[config.mk]
export PLATFORM = sky130hd
export DESIGN_NAME = quic_ack_frame_scanner
export DESIGN_NICKNAME = d
export VERILOG_FILES = /design/src/hw/rtl/qafs_pkg.sv /design/src/hw/rtl/qafs_in_stage.sv /design/src/hw/rtl/qafs_core.sv /design/src/hw/rtl/qafs_out_stage.sv /design/src/hw/rtl/quic_ack_frame_scanner.sv
export SDC_FILE = /design/constraint.sdc
export NUM_CORES = 1
export LEC_CHECK = 0
export ABC_AREA = 1
export ABC_CLOCK_PERIOD_IN_PS = 9200
export BUFFER_PORTS_ARGS = -buffer_cell sky130_fd_sc_hd__buf_4
export CAP_MARGIN = 10
export CORE_ASPECT_RATIO = 0.8
export CORE_UTILIZATION = 32
export DETAILED_ROUTE_END_ITERATION = 8
export PLACE_DENSITY_LB_ADDON = 0.08
export RECOVER_POWER = 100
export SKIP_CTS_REPAIR_TIMING = 1
export SYNTH_ARGS = -nofsm -noshare
export SYNTH_HDL_FRONTEND = slang
export SYNTH_HIERARCHICAL = 1
export SYNTH_SLANG_ARGS = --single-unit
[constraint.sdc]
create_clock -name clk -period 9.2 [get_ports clk]
set_input_delay 0.46 -clock clk [delete_from_list [all_inputs] [get_ports clk]]
set_output_delay 0.46 -clock clk [all_outputs]
set_load 0.01 [all_outputs]
[src/hw/rtl/qafs_pkg.sv]
// Shared types and constants of the QUIC ACK frame scanner.
`default_nettype none
package qafs_pkg;

  // One payload byte word as it enters the scanner.
  typedef struct packed {
    logic [7:0]  data_byte;
    logic [11:0] payload_length;
    logic        last_byte;
  } item_t;

  // One per-packet result word.
  typedef struct packed {
    logic        is_quic;
    logic        long_header;
    logic [7:0]  ack_frames;
    logic [29:0] largest_acked;
  } result_t;

  // Scan phases.
  localparam logic [1:0] PH_HEADER = 2'd0;
  localparam logic [1:0] PH_SCAN   = 2'd1;

  // Varint capture: waiting for the prefix byte.
  localparam logic [2:0] CAP_PREFIX = 3'd7;
  localparam logic [2:0] CAP_IDLE   = 3'd0;

  // Varint length prefixes (top two bits of the first byte).
  localparam logic [1:0] VI_LEN1 = 2'b00;
  localparam logic [1:0] VI_LEN2 = 2'b01;
  localparam logic [1:0] VI_LEN4 = 2'b10;

  // Header bits and versions.
  localparam int          HDR_LONG_BIT   = 7;
  localparam int          HDR_FIXED_BIT  = 6;
  localparam logic [31:0] VERSION_1      = 32'h0000_0001;
  localparam logic [31:0] VER_DRAFT_MASK = 32'hffff_ff00;
  localparam logic [31:0] VER_DRAFT      = 32'hff00_0000;

  // Frame types.
  localparam logic [7:0] FT_PADDING = 8'h00;
  localparam logic [7:0] FT_ACK     = 8'h02;
  localparam logic [7:0] FT_ACK_ECN = 8'h03;

  // Header layout and frame skips.
  localparam int SHORT_HDR_LEN = 1 + 8 + 4;
  localparam int DCID_LEN_POS  = 5;
  localparam int DCID_BASE     = 6;
  localparam int SCID_TAIL     = 1 + 2;
  localparam int VER_LAST_POS  = 4;
  localparam int ACK_SKIP      = 20;
  localparam int OTHER_SKIP    = 10;
  localparam int CAPTURE_REACH = 8;
  localparam int SCID_W        = 9;

endpackage
`default_nettype wire

[src/hw/rtl/qafs_in_stage.sv]
// Input register of the scanner: holds one byte word until the core takes it.
`default_nettype none
module qafs_in_stage (
  input  logic             clk,
  input  logic             rst_n,
  input  logic             in_valid,
  output logic             in_stall,
  input  logic [7:0]       in_data_byte,
  input  logic [11:0]      in_payload_length,
  input  logic             in_last_byte,
  input  logic             out_busy,
  output logic             item_vld,
  output logic             step,
  output qafs_pkg::item_t  item
);
  import qafs_pkg::*;

  logic  vld_r, vld_nxt;
  item_t item_r;
  logic  take;

  // A word without an end marker never waits on the result side.
  assign step     = vld_r && (!item_r.last_byte || !out_busy);
  assign in_stall = vld_r && !step;
  assign take     = in_valid && !in_stall;

  always_comb begin
    vld_nxt = vld_r;
    if (take) begin
      vld_nxt = 1'b1;
    end else if (step) begin
      vld_nxt = 1'b0;
    end
  end

  always_ff @(posedge clk) begin
    if (!rst_n) begin
      vld_r <= 1'b0;
    end else begin
      vld_r <= vld_nxt;
    end
  end

  always_ff @(posedge clk) begin
    if (take) begin
      item_r.data_byte      <= in_data_byte;
      item_r.payload_length <= in_payload_length;
      item_r.last_byte      <= in_last_byte;
    end
  end

  assign item_vld = vld_r;
  assign item     = item_r;

endmodule
`default_nettype wire

[src/hw/rtl/qafs_core.sv]
// Per-packet header parse, frame walk and ACK varint capture.
`default_nettype none
module qafs_core #(
  parameter int MAX_PAYLOAD = 2048
) (
  input  logic              clk,
  input  logic              rst_n,
  input  logic              step,
  input  qafs_pkg::item_t   item,
  output logic              res_vld,
  output qafs_pkg::result_t res
);
  import qafs_pkg::*;

  localparam int POS_W = $clog2(MAX_PAYLOAD + 1);
  localparam int CMP_W = (POS_W > 13) ? POS_W : 13;
  localparam logic [CMP_W-1:0] MAX_C = CMP_W'(MAX_PAYLOAD);
  localparam logic [POS_W-1:0] MAX_P = POS_W'(MAX_PAYLOAD);

  logic [POS_W-1:0]  pos_r, pos_nxt;
  logic [CMP_W-1:0]  nfo_r, nfo_nxt;
  logic [SCID_W-1:0] scid_r, scid_nxt;
  logic [1:0]        phase_r, phase_nxt;
  logic [7:0]        first_r, first_nxt;
  logic [31:0]       ver_r, ver_nxt;
  logic [7:0]        ack_r, ack_nxt;
  logic [29:0]       la_r, la_nxt;
  logic [29:0]       var_r, var_nxt;
  logic [2:0]        cap_r, cap_nxt;

  always_comb begin
    logic [CMP_W-1:0] len_ext;
    logic [CMP_W-1:0] len_eff;
    logic [CMP_W-1:0] p_ext;
    logic [7:0]       b;
    logic             exam;
    logic             is_long;
    logic             ver_ok;
    logic             quic;

    pos_nxt   = pos_r;
    nfo_nxt   = nfo_r;
    scid_nxt  = scid_r;
    phase_nxt = phase_r;
    first_nxt = first_r;
    ver_nxt   = ver_r;
    ack_nxt   = ack_r;
    la_nxt    = la_r;
    var_nxt   = var_r;
    cap_nxt   = cap_r;
    is_long   = 1'b0;

    b       = item.data_byte;
    len_ext = CMP_W'(item.payload_length);
    len_eff = (len_ext > MAX_C) ? MAX_C : len_ext;
    p_ext   = CMP_W'(pos_r);
    exam    = step && (p_ext < len_eff);

    if (exam) begin
      if (p_ext == '0) begin
        first_nxt = b;
      end else if (p_ext <= CMP_W'(VER_LAST_POS)) begin
        ver_nxt = {ver_r[23:0], b};
      end
      is_long = first_nxt[HDR_LONG_BIT];

      if (phase_r == PH_HEADER) begin
        if (p_ext == '0 && !is_long) begin
          nfo_nxt   = CMP_W'(SHORT_HDR_LEN);
          phase_nxt = PH_SCAN;
        end else if (is_long && p_ext == CMP_W'(DCID_LEN_POS)) begin
          scid_nxt = SCID_W'(DCID_BASE) + SCID_W'(b);
        end else if (is_long && p_ext >= CMP_W'(DCID_BASE) &&
                     p_ext == CMP_W'(scid_r)) begin
          nfo_nxt   = p_ext + CMP_W'(b) + CMP_W'(SCID_TAIL);
          phase_nxt = PH_SCAN;
        end
      end else begin
        // Varint capture runs on every scanned byte.
        case (cap_r)
          CAP_PREFIX: begin
            case (b[7:6])
              VI_LEN1: begin
                la_nxt  = 30'(b);
                cap_nxt = CAP_IDLE;
              end
              VI_LEN2: begin
                var_nxt = 30'(b[5:0]);
                cap_nxt = 3'd1;
              end
              VI_LEN4: begin
                var_nxt = 30'(b[5:0]);
                cap_nxt = 3'd3;
              end
              default: cap_nxt = CAP_IDLE;
            endcase
          end
          3'd1, 3'd2, 3'd3: begin
            var_nxt = {var_r[21:0], b};
            cap_nxt = cap_r - 3'd1;
            if (cap_r == 3'd1) begin
              la_nxt = {var_r[21:0], b};
            end
          end
          default: cap_nxt = CAP_IDLE;
        endcase

        if (p_ext == nfo_r && (p_ext + CMP_W'(1)) < len_eff) begin
          if (b == FT_ACK || b == FT_ACK_ECN) begin
            if (ack_r != 8'hff) begin
              ack_nxt = ack_r + 8'd1;
            end
            if ((p_ext + CMP_W'(CAPTURE_REACH)) < len_eff) begin
              cap_nxt = CAP_PREFIX;
            end
            nfo_nxt = p_ext + CMP_W'(ACK_SKIP);
          end else if (b == FT_PADDING) begin
            nfo_nxt = p_ext + CMP_W'(1);
          end else begin
            nfo_nxt = p_ext + CMP_W'(OTHER_SKIP);
          end
        end
      end
    end

    if (step && pos_r < MAX_P) begin
      pos_nxt = pos_r + POS_W'(1);
    end

    // Result is taken from the state after this byte.
    ver_ok = (ver_nxt == VERSION_1) || ((ver_nxt & VER_DRAFT_MASK) == VER_DRAFT);
    quic   = (len_eff != '0) && first_nxt[HDR_FIXED_BIT] &&
             (!first_nxt[HDR_LONG_BIT] ||
              (p_ext >= CMP_W'(VER_LAST_POS) && len_eff > CMP_W'(VER_LAST_POS) && ver_ok));

    res.is_quic       = quic;
    res.long_header   = (len_eff != '0) && first_nxt[HDR_LONG_BIT];
    res.ack_frames    = quic ? ack_nxt : 8'd0;
    res.largest_acked = quic ? la_nxt : 30'd0;
    res_vld           = step && item.last_byte;

    if (res_vld) begin
      pos_nxt   = '0;
      nfo_nxt   = '0;
      scid_nxt  = '0;
      phase_nxt = PH_HEADER;
      first_nxt = '0;
      ver_nxt   = '0;
      ack_nxt   = '0;
      la_nxt    = '0;
      var_nxt   = '0;
      cap_nxt   = CAP_IDLE;
    end
  end

  always_ff @(posedge clk) begin
    if (!rst_n) begin
      pos_r   <= '0;
      nfo_r   <= '0;
      scid_r  <= '0;
      phase_r <= PH_HEADER;
      first_r <= '0;
      ver_r   <= '0;
      ack_r   <= '0;
      la_r    <= '0;
      var_r   <= '0;
      cap_r   <= CAP_IDLE;
    end else begin
      pos_r   <= pos_nxt;
      nfo_r   <= nfo_nxt;
      scid_r  <= scid_nxt;
      phase_r <= phase_nxt;
      first_r <= first_nxt;
      ver_r   <= ver_nxt;
      ack_r   <= ack_nxt;
      la_r    <= la_nxt;
      var_r   <= var_nxt;
      cap_r   <= cap_nxt;
    end
  end

  a_pos_clear: assert property (@(posedge clk) disable iff (!rst_n)
    step && item.last_byte |=> pos_r == '0)
    else $error("byte position not cleared after end of packet");

  a_no_ack_in_header: assert property (@(posedge clk) disable iff (!rst_n)
    phase_r == PH_HEADER |-> ack_r == '0)
    else $error("ACK counted before header was skipped");

  a_capture_in_scan: assert property (@(posedge clk) disable iff (!rst_n)
    cap_r != CAP_IDLE |-> phase_r == PH_SCAN)
    else $error("varint capture active outside frame scan");

endmodule
`default_nettype wire

[src/hw/rtl/qafs_out_stage.sv]
// Result register: holds one packet result word until the consumer takes it.
`default_nettype none
module qafs_out_stage (
  input  logic              clk,
  input  logic              rst_n,
  input  logic              res_vld,
  input  qafs_pkg::result_t res,
  output logic              out_valid,
  input  logic              out_stall,
  output logic              out_busy,
  output logic              out_is_quic,
  output logic              out_long_header,
  output logic [7:0]        out_ack_frames,
  output logic [29:0]       out_largest_acked
);
  import qafs_pkg::*;

  logic    vld_r, vld_nxt;
  result_t res_r;

  always_comb begin
    vld_nxt = vld_r;
    if (res_vld) begin
      vld_nxt = 1'b1;
    end else if (!out_stall) begin
      vld_nxt = 1'b0;
    end
  end

  always_ff @(posedge clk) begin
    if (!rst_n) begin
      vld_r <= 1'b0;
    end else begin
      vld_r <= vld_nxt;
    end
  end

  always_ff @(posedge clk) begin
    if (res_vld) begin
      res_r <= res;
    end
  end

  assign out_busy          = vld_r && out_stall;
  assign out_valid         = vld_r;
  assign out_is_quic       = res_r.is_quic;
  assign out_long_header   = res_r.long_header;
  assign out_ack_frames    = res_r.ack_frames;
  assign out_largest_acked = res_r.largest_acked;

endmodule
`default_nettype wire

[src/hw/rtl/quic_ack_frame_scanner.sv]
// QUIC ACK frame scanner, top level.
//
// Takes one UDP payload byte per clock, sustained, with no gaps needed between
// packets. Each byte is registered, then the core logic updates the packet
// state (header check, frame walk, ACK varint capture) and, on the byte marked
// last, loads the result register, which then offers the result word. The
// input side stalls only when a last byte would overwrite a result still held
// by out_stall. MAX_PAYLOAD caps the effective payload length and the byte
// position counter.
`default_nettype none
module quic_ack_frame_scanner #(
  parameter int MAX_PAYLOAD = 2048
) (
  input  logic        clk,
  input  logic        rst_n,
  input  logic        in_valid,
  output logic        in_stall,
  input  logic [7:0]  in_data_byte,
  input  logic [11:0] in_payload_length,
  input  logic        in_last_byte,
  output logic        out_valid,
  input  logic        out_stall,
  output logic        out_is_quic,
  output logic        out_long_header,
  output logic [7:0]  out_ack_frames,
  output logic [29:0] out_largest_acked
);
  import qafs_pkg::*;

  logic    out_busy;
  logic    item_vld;
  logic    step;
  item_t   item;
  logic    res_vld;
  result_t res;

  qafs_in_stage u_in (
    .clk               (clk),
    .rst_n             (rst_n),
    .in_valid          (in_valid),
    .in_stall          (in_stall),
    .in_data_byte      (in_data_byte),
    .in_payload_length (in_payload_length),
    .in_last_byte      (in_last_byte),
    .out_busy          (out_busy),
    .item_vld          (item_vld),
    .step              (step),
    .item              (item)
  );

  qafs_core #(
    .MAX_PAYLOAD (MAX_PAYLOAD)
  ) u_core (
    .clk     (clk),
    .rst_n   (rst_n),
    .step    (step),
    .item    (item),
    .res_vld (res_vld),
    .res     (res)
  );

  qafs_out_stage u_out (
    .clk               (clk),
    .rst_n             (rst_n),
    .res_vld           (res_vld),
    .res               (res),
    .out_valid         (out_valid),
    .out_stall         (out_stall),
    .out_busy          (out_busy),
    .out_is_quic       (out_is_quic),
    .out_long_header   (out_long_header),
    .out_ack_frames    (out_ack_frames),
    .out_largest_acked (out_largest_acked)
  );

  a_stall_cause: assert property (@(posedge clk) disable iff (!rst_n)
    in_stall |-> out_valid && out_stall)
    else $error("input stalled without a held result");

  a_result_source: assert property (@(posedge clk) disable iff (!rst_n)
    $rose(out_valid) |-> $past(item_vld && item.last_byte))
    else $error("result word without a last byte");

  a_no_overwrite: assert property (@(posedge clk) disable iff (!rst_n)
    res_vld |-> !(out_valid && out_stall))
    else $error("result register overwritten while held");

endmodule
`default_nettype wire
==> results.rst, run 1 <==
.. list-table::
   :header-rows: 1

   * - Metric
     - Value
   * - Drt initial violations
     - 662
   * - Slowest cell delay on critical path
     - 1.12 ns
   * - Critical path endpoint category
     - flop
   * - Syn Area/Cell
     - 7.17 um2
   * - Total count of hold-check failures in the final report
     - 0
   * - Slew headroom
     - -1.58
   * - # DRC
     - 0
   * - Mapped Cells
     - 1,628
   * - Unrepaired setup endpoints after global routing
     - no
   * - Post-place setup slack
     - 3.47 ns
   * - Cells along the critical path
     - nor2_1 -> nand2_1 -> nor2_1 -> nand2_1 -> nand2_1 -> nand2_1 -> ha_1 -> a21oi_1 -> o21a_1 -> o221a_1 -> nand2_1 -> inv_1 -> nand2_1 -> buf_4 -> inv_1 -> nand2_1 -> inv_1 -> o21ai_0 -> buf_4 -> a21oi_1 -> a211oi_1
   * - Final net count
     - 1,740
   * - Initial core utilization
     - 0.325
   * - Max Clock Skew
     - 0.0135 ns
   * - Total number of vias
     - 10,230
   * - Maximum clock rate
     - 0.149 GHz
   * - Critical path class
     - reg2reg
   * - Post-route setup TNS
     - 0 ns
   * - Ratio of final minimum period to clock period
     - 0.731
   * - Width of the chip
     - 215 um
   * - Count of flip-flops with a built-in enable after synthesis
     - 61
   * - Vertical die dimension
     - 173 um
   * - Post-synthesis async set-or-reset flop share
     - 0
   * - Share of total power consumed by net switching
     - 0.308
   * - Fraction of the yosys area taken by sequential cells
     - 0.387
   * - Largest net degree at the start of global routing
     - 72
   * - Violations in the final reports
     - max-capacitance violations, max-slew violations
   * - Synth Flop Type
     - sky130_fd_sc_hd__dfxtp_1
   * - Final setup violation count
     - 0
   * - Clock tree root buffer cell
     - sky130_fd_sc_hd__clkbuf_16
   * - Core Region
     - 35,900 um2
   * - DRT Wirelength
     - 33,800 um
   * - CTS buffer count
     - 17
   * - Internal cell power
     - 1360 uW
   * - Cell type with the highest occurrence count on the critical path
     - sky130_fd_sc_hd__nand2_1
   * - Max VDD drop
     - 0.112 mV
   * - Placed wire-length estimate after detailed placement
     - 23,900 um
   * - Fraction of final layout cells sized beyond drive strength 1
     - 0.0555
   * - Synth-to-Final Area Change
     - 10.3%
   * - Number of nets with antenna violations after detailed routing
     - 0
   * - Total track usage
     - 0.185
   * - Fraction of power consumed by sequential logic
     - 0.473
   * - Commonest cells after routing, fill and taps aside
     - sky130_fd_sc_hd__nand2_1, sky130_fd_sc_hd__inv_1, sky130_fd_sc_hd__nor2_1, sky130_fd_sc_hd__a21oi_1, sky130_fd_sc_hd__dfxtp_1
   * - Final weighted congestion of routability-driven global placement
     - 0.862
   * - DR WL/cell
     - 15.8 um
   * - Grt ovf
     - 0
   * - Number of warnings issued by yosys
     - 6
   * - Row cnt
     - 62
   * - Initial antenna violation count
     - 0
   * - Detailed-router iteration count before antenna repair
     - 5
   * - Number of distinct library cells after synthesis
     - 53
   * - Clk sinks
     - 195
   * - Worst path slowest cell
     - sky130_fd_sc_hd__nand2_1
   * - Clock transition at the register clock pins on the worst setup and hold paths after CTS
     - 0.07 ns
   * - Largest fanout on the critical path
     - 44
   * - Number of nets in the synthesized netlist
     - 1,722
   * - Average via count per standard cell
     - 4.78
   * - Actual slew at the worst max-slew pin
     - 3.87 ns
   * - CP Launch Type
     - flop
   * - Clock latency at the later pin of the worst-skew pair
     - 0.46 ns
   * - Data arrival time of the critical path
     - 6.97 ns
   * - Required arrival time at the worst endpoint
     - 9.45 ns
   * - Share of total power in combinational logic
     - 0.147
   * - Maximum capacitance violations
     - 3
   * - Net switching power of the design
     - 604 uW
   * - Top Ports
     - 67
   * - Power per Cell Area
     - 153 nW/um2
   * - Final period demand of the worst path
     - 6.72 ns
   * - Final setup slack of the worst path
     - 2.48 ns
   * - Hold WC Path Type
     - in2reg
   * - Fin. max-slew vios
     - 159
   * - Vias in the first global route
     - 9,605
   * - Status
     - complete, but fails checks
   * - Wire length of the first global-routing pass
     - 53,600 um
   * - Number of storage elements in the synthesis netlist
     - 195
   * - Die area
     - 37,200 um2
   * - Post-synthesis instance area
     - 11,700 um2
   * - Total number of H-tree levels
     - 4
   * - Count of inserted antenna diode cells
     - 0
   * - TritonCTS clock tree
     - built
   * - Buffers on Ports
     - 66
   * - Proportion of power drawn by the clock network
     - 0.380
   * - Most frequent standard cell in the layout excluding fill and tap cells
     - sky130_fd_sc_hd__nand2_1
   * - Leakage component of the power
     - 0.00499 uW
   * - Worst-case clock buffer depth
     - 2
## worst paths after layout
check	start	slack [ns]	to	depth (start not counted)
setup / recovery	u_in/item[11]$_DFFE_PP_	2.48	u_core/var_r[7]$_SDFFE_PP0P_	21
hold / removal	in_data_byte[7]	0.20	u_in/item[20]$_DFFE_PP_	1
setup reg to reg	u_in/item[11]$_DFFE_PP_	2.48	u_core/var_r[7]$_SDFFE_PP0P_	21
hold reg to reg	u_core/var_r[17]$_SDFFE_PP0P_	0.46	u_core/var_r[17]$_SDFFE_PP0P_	2
## power groups by stage
stage	logic (uW)	registers, uW	clock network [uW]
after global placement	298	949	0
after detailed placement	296	948	0
after floorplan	221	936	0
final	289	928	747
after global routing	329	931	808
after CTS	297	928	775
## flip-flops by register name, indices dropped and copies added (netlist names), 2 cells and up
register,cells
u_core/ack_r,8
u_core/cap_r,3
u_core/first_r,2
u_core/la_r,30
u_core/nfo_r,13
u_core/pos_r,12
u_core/scid_r,9
u_core/var_r,22
u_core/ver_r,32
u_in/item,21
u_out/out_ack_frames,8
u_out/out_largest_acked,30
## through the flow
step | hold slack [ns] | power (uW) | instances | cell area [um2] | utilization
after floorplan | 0.432 | 1160 | 1628 | 11700 | -
after global placement | 0.442 | 1250 | 2107 | 12500 | 0.348
after detailed placement | 0.451 | 1240 | 2107 | 12500 | 0.348
after CTS | 0.149 | 2000 | 2139 | 13100 | 0.364
after global routing | 0.172 | 2070 | 2139 | 12900 | 0.358
final | 0.201 | 1960 | 2139 | 12900 | 0.358
## layer usage
| metal | wire (um) | vias up | global-route usage |
|---|---|---|---|
| li1 | - | 5359 | - |
| met1 | 17500 | 4693 | 0.269 |
| met2 | 14700 | 162 | 0.286 |
| met3 | 1190 | 16 | 0.0273 |
| met4 | 374 | 0 | 0.0449 |
| met5 | 0 | - | 0 |
## critical path: cells and delay by family, from the launching register on
kind / cells / cell delay (ns)
buf+inv: 5 / 1.53
compound gates: 6 / 1.63
fa+ha+maj: 1 / 0.32
simple gates: 9 / 2.57
flops: 1 / 0.42
## area by class of cell
cell class                      instances  area (um2)
Timing Repair Buffer                   75         387
Multi-Input combinational cell       1145        6000
Fill cell                            3911       23000
Clock buffer                           19         454
Clock inverter                         13         114
Sequential cell                       195        4510
Inverter                              212         796
Tap cell                              480         601
## synth_stat cells, drive strengths merged, types with 6 or more instances
library cell / instances / area (um2)
nor4: 7 / 43.8
xnor2: 7 / 61.3
a21oi: 140 / 708
inv: 208 / 781
o21ai: 154 / 771
dfxtp: 134 / 2680
xor2: 30 / 263
nand3: 56 / 285
ha: 68 / 851
nor3: 14 / 75.1
nor2: 209 / 865
a211oi: 28 / 210
nand2: 369 / 1390
clkbuf: 47 / 176
edfxtp: 61 / 1830
or2: 6 / 37.5
o22ai: 7 / 43.8
nand4: 13 / 81.3
o31ai: 7 / 66.3
buf: 29 / 176
## logic make-up after synthesis
group,synth area share
AOI/OAI and AO/OA,0.170
xor gates and xnor gates,0.0278
buffers and inverters,0.0984
DFF,0.387
and+or+nand+nor,0.241
adders and majority gates,0.0746
muxes,0.000858
Note: power is estimated with default switching activity, not from simulation.
==> run 2: changes to the inputs <==
--- a/config.mk
+++ b/config.mk
@@ -6,7 +6,7 @@
 export NUM_CORES = 1
 export LEC_CHECK = 0
 export ABC_AREA = 1
-export ABC_CLOCK_PERIOD_IN_PS = 9200
+export ABC_CLOCK_PERIOD_IN_PS = 6200
 export BUFFER_PORTS_ARGS = -buffer_cell sky130_fd_sc_hd__buf_4
 export CAP_MARGIN = 10
 export CORE_ASPECT_RATIO = 0.8
==> constraint.sdc (replaced) <==
create_clock -name clk -period 6.2 [get_ports clk]
set_input_delay 0.31 -clock clk [delete_from_list [all_inputs] [get_ports clk]]
set_output_delay 0.31 -clock clk [all_outputs]
set_load 0.01 [all_outputs]
==> results.rst, run 2 (synthesized netlist as in run 1, its figures left out) <==
.. list-table::
   :header-rows: 1

   * - Metric
     - Value
   * - Violations in the final reports
     - max-capacitance violations, max-slew violations (unchanged)
   * - Critical path buffers and inverters
     - 1 (was 5)
   * - Post-route setup TNS
     - 0 ns (unchanged)
   * - Final setup violation count
     - 0 (unchanged)
   * - Share of total power in combinational logic
     - 0.148 (was 0.147)
   * - Proportion of power drawn by the clock network
     - 0.387 (was 0.380)
   * - Vias in the first global route
     - 9,838 (was 9,605)
   * - Number of nets with antenna violations after detailed routing
     - 0 (unchanged)
   * - WP depth
     - 17 (was 21)
   * - Most flops, register
     - u_core/ver_r (unchanged)
   * - Placed wire-length estimate after detailed placement
     - 24,000 um (was 23,900 um)
   * - Total track usage
     - 0.187 (was 0.185)
   * - Top Ports
     - 67 (unchanged)
   * - DR WL/cell
     - 16.0 um (was 15.8 um)
   * - R2R depth
     - 17 (was 21)
   * - Number of flip-flops under the largest register name
     - 32 (unchanged)
   * - Critical path class
     - reg2reg (unchanged)
   * - Largest net degree at the start of global routing
     - 65 (was 72)
   * - Max Clock Skew
     - 0.0118 ns (was 0.0135 ns)
   * - Average via count per standard cell
     - 4.82 (was 4.78)
   * - Total number of H-tree levels
     - 4 (unchanged)
   * - Post-route worst hold slack
     - 0.0494 ns (was 0.201 ns)
   * - Most frequent standard cell in the layout excluding fill and tap cells
     - sky130_fd_sc_hd__nand2_1 (unchanged)
   * - Leakage component of the power
     - 0.00502 uW (was 0.00499 uW)
   * - Required arrival time at the worst endpoint
     - 6.37 ns (was 9.45 ns)
   * - CTS buffer count
     - 17 (unchanged)
   * - Grt ovf
     - 0 (unchanged)
   * - Worst hold path depth
     - 1 (unchanged)
   * - Worst-case clock buffer depth
     - 2 (unchanged)
   * - Cells along the critical path
     - nor2_1 -> and2_0 -> nand2_1 -> nand2_1 -> nand2_1 -> ha_1 -> a21oi_1 -> o21a_1 -> o221a_2 -> nand2_1 -> inv_1 -> nand2_1 -> nor2_1 -> nand3_1 -> nor2_1 -> xor2_1 -> nor2_1 (was nor2_1 -> nand2_1 -> nor2_1 -> nand2_1 -> nand2_1 -> nand2_1 -> ha_1 -> a21oi_1 -> o21a_1 -> o221a_1 -> nand2_1 -> inv_1 -> nand2_1 -> buf_4 -> inv_1 -> nand2_1 -> inv_1 -> o21ai_0 -> buf_4 -> a21oi_1 -> a211oi_1)
   * - Vertical die dimension
     - 173 um (unchanged)
   * - Width of the chip
     - 215 um (unchanged)
   * - CP Launch Type
     - flop (unchanged)
   * - Final weighted congestion of routability-driven global placement
     - 0.855 (was 0.862)
   * - Synth-to-Final Area Change
     - 10.8% (was 10.3%)
   * - Share of total power consumed by net switching
     - 0.304 (was 0.308)
   * - Total count of hold-check failures in the final report
     - 0 (unchanged)
   * - Initial antenna violation count
     - 0 (unchanged)
   * - Fin. max-slew vios
     - 102 (was 159)
   * - Number of filler instances in the final layout
     - 3,881 (was 3,911)
   * - Slowest cell delay on critical path
     - 0.63 ns (was 1.12 ns)
   * - Critical path endpoint category
     - flop (unchanged)
   * - Commonest cells after routing, fill and taps aside
     - sky130_fd_sc_hd__nand2_1, sky130_fd_sc_hd__inv_1, sky130_fd_sc_hd__nor2_1, sky130_fd_sc_hd__a21oi_1, sky130_fd_sc_hd__dfxtp_1 (unchanged)
   * - Cell type with the highest occurrence count on the critical path
     - sky130_fd_sc_hd__nand2_1 (unchanged)
   * - Status
     - complete, but fails checks (unchanged)
   * - Core Region
     - 35,900 um2 (unchanged)
   * - Ratio of final minimum period to clock period
     - 0.813 (was 0.731)
   * - Fraction of power consumed by sequential logic
     - 0.465 (was 0.473)
   * - Drt initial violations
     - 701 (was 662)
   * - Row cnt
     - 62 (unchanged)
   * - Initial core utilization
     - 0.325 (unchanged)
   * - Net switching power of the design
     - 899 uW (was 604 uW)
   * - Fraction of final layout cells sized beyond drive strength 1
     - 0.0559 (was 0.0555)
   * - Maximum capacitance violations
     - 3 (unchanged)
   * - Data arrival time of the critical path
     - 5.20 ns (was 6.97 ns)
   * - DRT Wirelength
     - 34,200 um (was 33,800 um)
   * - TritonCTS clock tree
     - built (unchanged)
   * - Detailed-router iteration count before antenna repair
     - 5 (unchanged)
   * - Max VDD drop
     - 0.158 mV (was 0.112 mV)
   * - Final net count
     - 1,745 (was 1,740)
   * - # DRC
     - 0 (unchanged)
   * - Unrepaired setup endpoints after global routing
     - no (unchanged)
   * - Actual slew at the worst max-slew pin
     - 2.25 ns (was 3.87 ns)
   * - Total number of vias
     - 10,328 (was 10,230)
   * - Family of cells with the greatest summed delay on the critical path
     - simple AND/OR/NAND/NOR gates (unchanged)
   * - Worst path slowest cell
     - sky130_fd_sc_hd__o221a_2 (was sky130_fd_sc_hd__nand2_1)
   * - Count of inserted antenna diode cells
     - 0 (unchanged)
   * - Die area
     - 37,200 um2 (unchanged)
   * - Power per Cell Area
     - 229 nW/um2 (was 153 nW/um2)
   * - Buffers on Ports
     - 66 (unchanged)
   * - Maximum clock rate
     - 0.198 GHz (was 0.149 GHz)
   * - Largest fanout on the critical path
     - 27 (was 44)
   * - Clock tree root buffer cell
     - sky130_fd_sc_hd__clkbuf_16 (unchanged)
   * - Slew headroom
     - -0.506 (was -1.58)
   * - Clock transition at the register clock pins on the worst setup and hold paths after CTS
     - 0.07 ns (about the same)
   * - Clock latency at the later pin of the worst-skew pair
     - 0.45 ns (was 0.46 ns)
   * - Clk sinks
     - 195 (unchanged)
   * - Wire length of the first global-routing pass
     - 54,700 um (was 53,600 um)
   * - Hold WC Path Type
     - in2reg (unchanged)
   * - Final period demand of the worst path
     - 5.04 ns (was 6.72 ns)
   * - Internal cell power
     - 2060 uW (was 1360 uW)
-- run 2: changes by cell type in the layout (fill, tap and decap cells not counted), moves of 2 or more --
cell / previous run / this run
sky130_fd_sc_hd__buf_4: 11 / 14
sky130_fd_sc_hd__clkbuf_4: 17 / 19
sky130_fd_sc_hd__clkinv_1: 4 / 6
sky130_fd_sc_hd__inv_1: 200 / 204
sky130_fd_sc_hd__inv_2: 8 / 3
sky130_fd_sc_hd__inv_6: 5 / 3
-- run 2: metal layers --
| metal | global-route usage | routed length [um] | share of wire |
|---|---|---|---|
| met4 | 0.0464 | 435 | 0.013 |
| met1 | 0.268 | 17700 | 0.52 |
| met2 | 0.293 | 15100 | 0.44 |
| met3 | 0.0303 | 1030 | 0.030 |
| met5 | 0 | 0 | 0 |
-- run 2: worst paths after layout --
| check | from | end | slack, ns |
|---|---|---|---|
| max reg2reg | u_in/item[4]$_DFFE_PP_ | u_out/out_ack_frames[2]$_DFFE_PP_ | 1.16 |
| min | in_payload_length[5] | u_in/item[6]$_DFFE_PP_ | 0.05 |
| max | u_in/item[4]$_DFFE_PP_ | u_out/out_ack_frames[2]$_DFFE_PP_ | 1.16 |
| min reg2reg | u_core/var_r[14]$_SDFFE_PP0P_ | u_core/var_r[14]$_SDFFE_PP0P_ | 0.46 |
-- run 2: power by group through the flow --
stage	registers (uW)	logic, uW	clock network, uW
after floorplan	1390	328	0
after global placement	1410	447	0
after detailed placement	1410	446	0
after CTS	1380	449	1190
after global routing	1380	496	1240
final	1380	437	1150
-- run 2: area by class of cell --
cell class	count	area (um2)	share of cell area
clock inverter	13	138	0.0106
timing repair buffer	80	425	0.0329
inverter	212	796	0.0615
sequential	195	4510	0.349
multi-input combinational	1145	6000	0.464
tap	480	601	0.0464
clock buffer	19	454	0.0351
-- run 2: worst reg2reg max path: cells and delay by family (launching register included) --
family / cells / cell delay, ns
fa+ha+maj: 1 / 0.32
simple gates: 11 / 2.64
buf+inv: 1 / 0.28
xor+xnor: 1 / 0.20
flops: 1 / 0.42
compound gates: 3 / 0.91
-- run 2: per-stage QoR --
step	power (uW)	instances	util	worst slack, ns	instance area [um2]
finish	2960	2144	0.360	1.16	12900
global route	3120	2144	0.360	0.408	12900
CTS	3010	2144	0.365	1.26	13100
detailed placement	1850	2112	0.349	1.30	12500
global placement	1850	2112	0.349	1.32	12500
floorplan	1720	1628	-	2.67	11700
==> run 3: changes to the inputs <==
--- a/config.mk
+++ b/config.mk
@@ -5,8 +5,8 @@
 export SDC_FILE = /design/constraint.sdc
 export NUM_CORES = 1
 export LEC_CHECK = 0
-export ABC_AREA = 1
-export ABC_CLOCK_PERIOD_IN_PS = 6200
+export ABC_AREA = 0
+export ABC_CLOCK_PERIOD_IN_PS = 4550
 export BUFFER_PORTS_ARGS = -buffer_cell sky130_fd_sc_hd__buf_4
 export CAP_MARGIN = 10
 export CORE_ASPECT_RATIO = 0.8
==> constraint.sdc (replaced) <==
create_clock -name clk -period 4.55 [get_ports clk]
set_input_delay 0.2275 -clock clk [delete_from_list [all_inputs] [get_ports clk]]
set_output_delay 0.2275 -clock clk [all_outputs]
set_load 0.01 [all_outputs]
==> results.rst, run 3 <==
.. list-table::
   :header-rows: 1

   * - Metric
     - Value
   * - Status
     - complete, but fails checks (unchanged)
   * - Total count of hold-check failures in the final report
     - 0 (unchanged)
   * - Cell taking the most area after synthesis
     - sky130_fd_sc_hd__dfxtp_1 (unchanged)
   * - Top Ports
     - 67 (unchanged)
   * - CP Launch Type
     - flop (unchanged)
   * - FF-to-FF Start
     - u_in/item[12]$_DFFE_PP_ (was u_in/item[4]$_DFFE_PP_)
   * - Initial core utilization
     - 0.325 (about the same)
   * - Count of inserted antenna diode cells
     - 0 (unchanged)
   * - Number of nets with antenna violations after detailed routing
     - 0 (unchanged)
   * - Largest net degree at the start of global routing
     - 84 (was 65)
   * - Required arrival time at the worst endpoint
     - 4.73 ns (was 6.37 ns)
   * - Power per Cell Area
     - 313 nW/um2 (was 229 nW/um2)
   * - Worst-case clock buffer depth
     - 2 (unchanged)
   * - Hold WC Path Type
     - in2reg (unchanged)
   * - Number of distinct library cells after synthesis
     - 69 (was 53)
   * - Clock tree root buffer cell
     - sky130_fd_sc_hd__clkbuf_16 (unchanged)
   * - Width of the chip
     - 198 um (was 215 um)
   * - TritonCTS clock tree
     - built (unchanged)
   * - Die area
     - 31,600 um2 (was 37,200 um2)
   * - Row cnt
     - 57 (was 62)
   * - Critical path class
     - reg2reg (unchanged)
   * - Slew headroom
     - -0.221 (was -0.506)
   * - Total number of vias
     - 7,883 (was 10,328)
   * - Capture endpoint of the worst hold path
     - u_in/item_vld$_SDFFE_PN0P_ (was u_in/item[6]$_DFFE_PP_)
   * - Average via count per standard cell
     - 5.04 (was 4.82)
   * - Placement Cell Area
     - 10,900 um2 (was 12,500 um2)
   * - Vertical die dimension
     - 159 um (was 173 um)
   * - Max Clock Skew
     - 0.0166 ns (was 0.0118 ns)
   * - Number of filler instances in the final layout
     - 3,156 (was 3,881)
   * - Post-layout utilization of the core
     - 0.377 (was 0.360)
   * - Setup slack of the most critical reg-to-reg path
     - 0.48 ns (was 1.16 ns)
   * - R2R depth
     - 11 (was 17)
   * - Leakage component of the power
     - 0.00426 uW (was 0.00502 uW)
   * - Post-synthesis async set-or-reset flop share
     - 0 (unchanged)
   * - # DRC
     - 0 (unchanged)
   * - Fin. max-slew vios
     - 109 (was 102)
   * - Number of instances in the placed design
     - 1,511 (was 2,112)
   * - Actual slew at the worst max-slew pin
     - 1.83 ns (was 2.25 ns)
   * - DRT Wirelength
     - 27,600 um (was 34,200 um)
   * - Cell types with the largest area share after synthesis
     - sky130_fd_sc_hd__dfxtp_1, sky130_fd_sc_hd__edfxtp_1, sky130_fd_sc_hd__ha_1 (was sky130_fd_sc_hd__dfxtp_1, sky130_fd_sc_hd__edfxtp_1, sky130_fd_sc_hd__nand2_1)
   * - Final period demand of the worst path
     - 4.07 ns (was 5.04 ns)
   * - Count leader, synth
     - sky130_fd_sc_hd__dfxtp_1 (was sky130_fd_sc_hd__nand2_1)
   * - Data arrival time of the critical path
     - 4.25 ns (was 5.20 ns)
   * - Ranking of synthesized cells by instance count
     - sky130_fd_sc_hd__dfxtp_1, sky130_fd_sc_hd__nand2_1, sky130_fd_sc_hd__nor2_1 (was sky130_fd_sc_hd__nand2_1, sky130_fd_sc_hd__inv_1, sky130_fd_sc_hd__nor2_1)
   * - Max VDD drop
     - 0.280 mV (was 0.158 mV)
   * - Violations in the final reports
     - max-capacitance violations, max-slew violations (unchanged)
   * - Number of storage elements in the synthesis netlist
     - 195 (unchanged)
   * - Number of nets in the synthesized netlist
     - 1,157 (was 1,722)
   * - Clock latency at the later pin of the worst-skew pair
     - 0.45 ns (about the same)
   * - Critical path endpoint category
     - flop (unchanged)
   * - Post-route setup TNS
     - 0 ns (unchanged)
   * - Number of flip-flops under the largest register name
     - 32 (unchanged)
   * - Most flops, register
     - u_core/ver_r (unchanged)
   * - Commonest cells after routing, fill and taps aside
     - sky130_fd_sc_hd__dfxtp_1, sky130_fd_sc_hd__nand2_1, sky130_fd_sc_hd__nor2_1, sky130_fd_sc_hd__a21oi_1, sky130_fd_sc_hd__ha_1 (was sky130_fd_sc_hd__nand2_1, sky130_fd_sc_hd__inv_1, sky130_fd_sc_hd__nor2_1, sky130_fd_sc_hd__a21oi_1, sky130_fd_sc_hd__dfxtp_1)
   * - Final setup violation count
     - 0 (unchanged)
   * - Total track usage
     - 0.179 (was 0.187)
   * - Post-place setup slack
     - 0.587 ns (was 1.30 ns)
   * - Total number of H-tree levels
     - 4 (unchanged)
   * - Clock transition at the register clock pins on the worst setup and hold paths after CTS
     - 0.07 ns (about the same)
   * - Drt initial violations
     - 613 (was 701)
   * - Final net count
     - 1,233 (was 1,745)
   * - Number of cells in the finished layout apart from fillers
     - 1,565 (was 2,144)
   * - Critical register-to-register path endpoint
     - u_out/out_largest_acked[4]$_DFFE_PP_ (was u_out/out_ack_frames[2]$_DFFE_PP_)
   * - Fraction of final layout cells sized beyond drive strength 1
     - 0.0859 (was 0.0559)
   * - Post-route cell area
     - 11,400 um2 (was 12,900 um2)
   * - Placed wire-length estimate after detailed placement
     - 19,300 um (was 24,000 um)
   * - Count of flip-flops with a built-in enable after synthesis
     - 61 (unchanged)
   * - Wire length of the first global-routing pass
     - 43,300 um (was 54,700 um)
   * - Start point of the worst hold path
     - rst_n (was in_payload_length[5])
   * - DR WL/cell
     - 17.6 um (was 16.0 um)
   * - Maximum clock rate
     - 0.246 GHz (was 0.198 GHz)
   * - Initial antenna violation count
     - 0 (unchanged)
   * - Ratio of final minimum period to clock period
     - 0.894 (was 0.813)
   * - Maximum capacitance violations
     - 3 (unchanged)
   * - Synth-to-Final Area Change
     - 15.9% (was 10.8%)
   * - Synth Flop Type
     - sky130_fd_sc_hd__dfxtp_1 (unchanged)
   * - Final setup slack of the worst path
     - 0.481 ns (was 1.16 ns)
   * - Fraction of the yosys area taken by sequential cells
     - 0.457 (was 0.387)
   * - Largest fanout on the critical path
     - 39 (was 27)
   * - Area share of the leading cell type in the synthesized netlist
     - 0.272 (was 0.230)
   * - Vias in the first global route
     - 7,318 (was 9,838)
   * - Core Region
     - 30,400 um2 (was 35,900 um2)
   * - Most frequent standard cell in the layout excluding fill and tap cells
     - sky130_fd_sc_hd__dfxtp_1 (was sky130_fd_sc_hd__nand2_1)
   * - Unrepaired setup endpoints after global routing
     - no (unchanged)
   * - Post-synthesis instance area
     - 9870 um2 (was 11,700 um2)
   * - Detailed-router iteration count before antenna repair
     - 5 (unchanged)
   * - Worst hold path depth
     - 2 (was 1)
   * - Syn Area/Cell
     - 9.29 um2 (was 7.17 um2)
   * - Mapped Cells
     - 1,063 (was 1,628)
   * - CTS buffer count
     - 17 (unchanged)
   * - Clk sinks
     - 195 (unchanged)
   * - Buffers on Ports
     - 66 (unchanged)
   * - Number of warnings issued by yosys
     - 6 (unchanged)
   * - Final weighted congestion of routability-driven global placement
     - 0.815 (was 0.855)
   * - Grt ovf
     - 0 (unchanged)
-- run 3: through the flow --
step	total power, uW	hold WS, ns
2_1_floorplan	2050	0.326
3_3_place_gp	2170	0.406
3_5_place_dp	2160	0.407
4_1_cts	3640	-0.0739
5_1_grt	3730	0.00193
6_report	3580	0.0158
-- run 3: cell type report --
cell class                 count  area [um2]  area share
timing repair buffer         118         773      0.0676
clock inverter                15         126      0.0110
sequential                   195        4510       0.395
multi-input combinational    780        4980       0.436
inverter                      27         101     0.00886
clock buffer                  17         425      0.0372
tap                          413         517      0.0452
-- run 3: where the power goes --
part	leakage (uW)	internal, uW	switching (uW)	total (uW)
clock	0.000270	715	739	1450
sequential	0.00166	1820	29.8	1850
combinational	0.00233	99.9	175	274
total	0.00426	2630	944	3580
-- run 3: worst max-delay path by stage --
stage / start / cells past startpoint / slack [ns] / end
global placement: u_core/pos_r[2]$_SDFFE_PP0P_ / 12 / 0.70 / u_out/out_ack_frames[1]$_DFFE_PP_
detailed placement: u_core/pos_r[2]$_SDFFE_PP0P_ / 12 / 0.59 / u_out/out_ack_frames[1]$_DFFE_PP_
global route: u_in/item[0]$_DFFE_PP_ / 6 / 0.18 / u_core/var_r[3]$_SDFFE_PP0P_
floorplan: u_core/pos_r[5]$_SDFFE_PP0P_ / 13 / 0.90 / u_out/out_ack_frames[7]$_DFFE_PP_
finish: u_in/item[12]$_DFFE_PP_ / 11 / 0.48 / u_out/out_largest_acked[4]$_DFFE_PP_
CTS: u_core/pos_r[2]$_SDFFE_PP0P_ / 12 / 0.58 / u_out/out_ack_frames[1]$_DFFE_PP_
-- run 3: cells by family after synthesis --
| family | share of synthesized area |
|---|---|
| compound gates | 0.145 |
| xor+xnor | 0.0550 |
| fa+ha+maj | 0.0882 |
| buf+inv | 0.0378 |
| flops | 0.457 |
| mux | 0.0266 |
| simple gates | 0.191 |
-- run 3: metal layers --
metal	global-route usage	wire, um	vias up
li1	-	-	3959
met1	0.284	15000	3737
met2	0.238	10900	165
met3	0.0362	1370	22
met4	0.0469	350	0
met5	0	0	-
-- run 3: worst max-delay path, cell delays in order (launching register included) --
cell	delay (ns)
sky130_fd_sc_hd__edfxtp_1	0.50
sky130_fd_sc_hd__inv_1	0.40
sky130_fd_sc_hd__nand2_1	0.23
sky130_fd_sc_hd__ha_1	0.34
sky130_fd_sc_hd__nand4_1	0.21
sky130_fd_sc_hd__nor2_1	0.08
sky130_fd_sc_hd__a22oi_1	0.56
sky130_fd_sc_hd__and4_1	0.35
sky130_fd_sc_hd__mux2_2	0.35
sky130_fd_sc_hd__o211ai_1	0.16
sky130_fd_sc_hd__clkbuf_4	0.49
sky130_fd_sc_hd__nor2_1	0.11
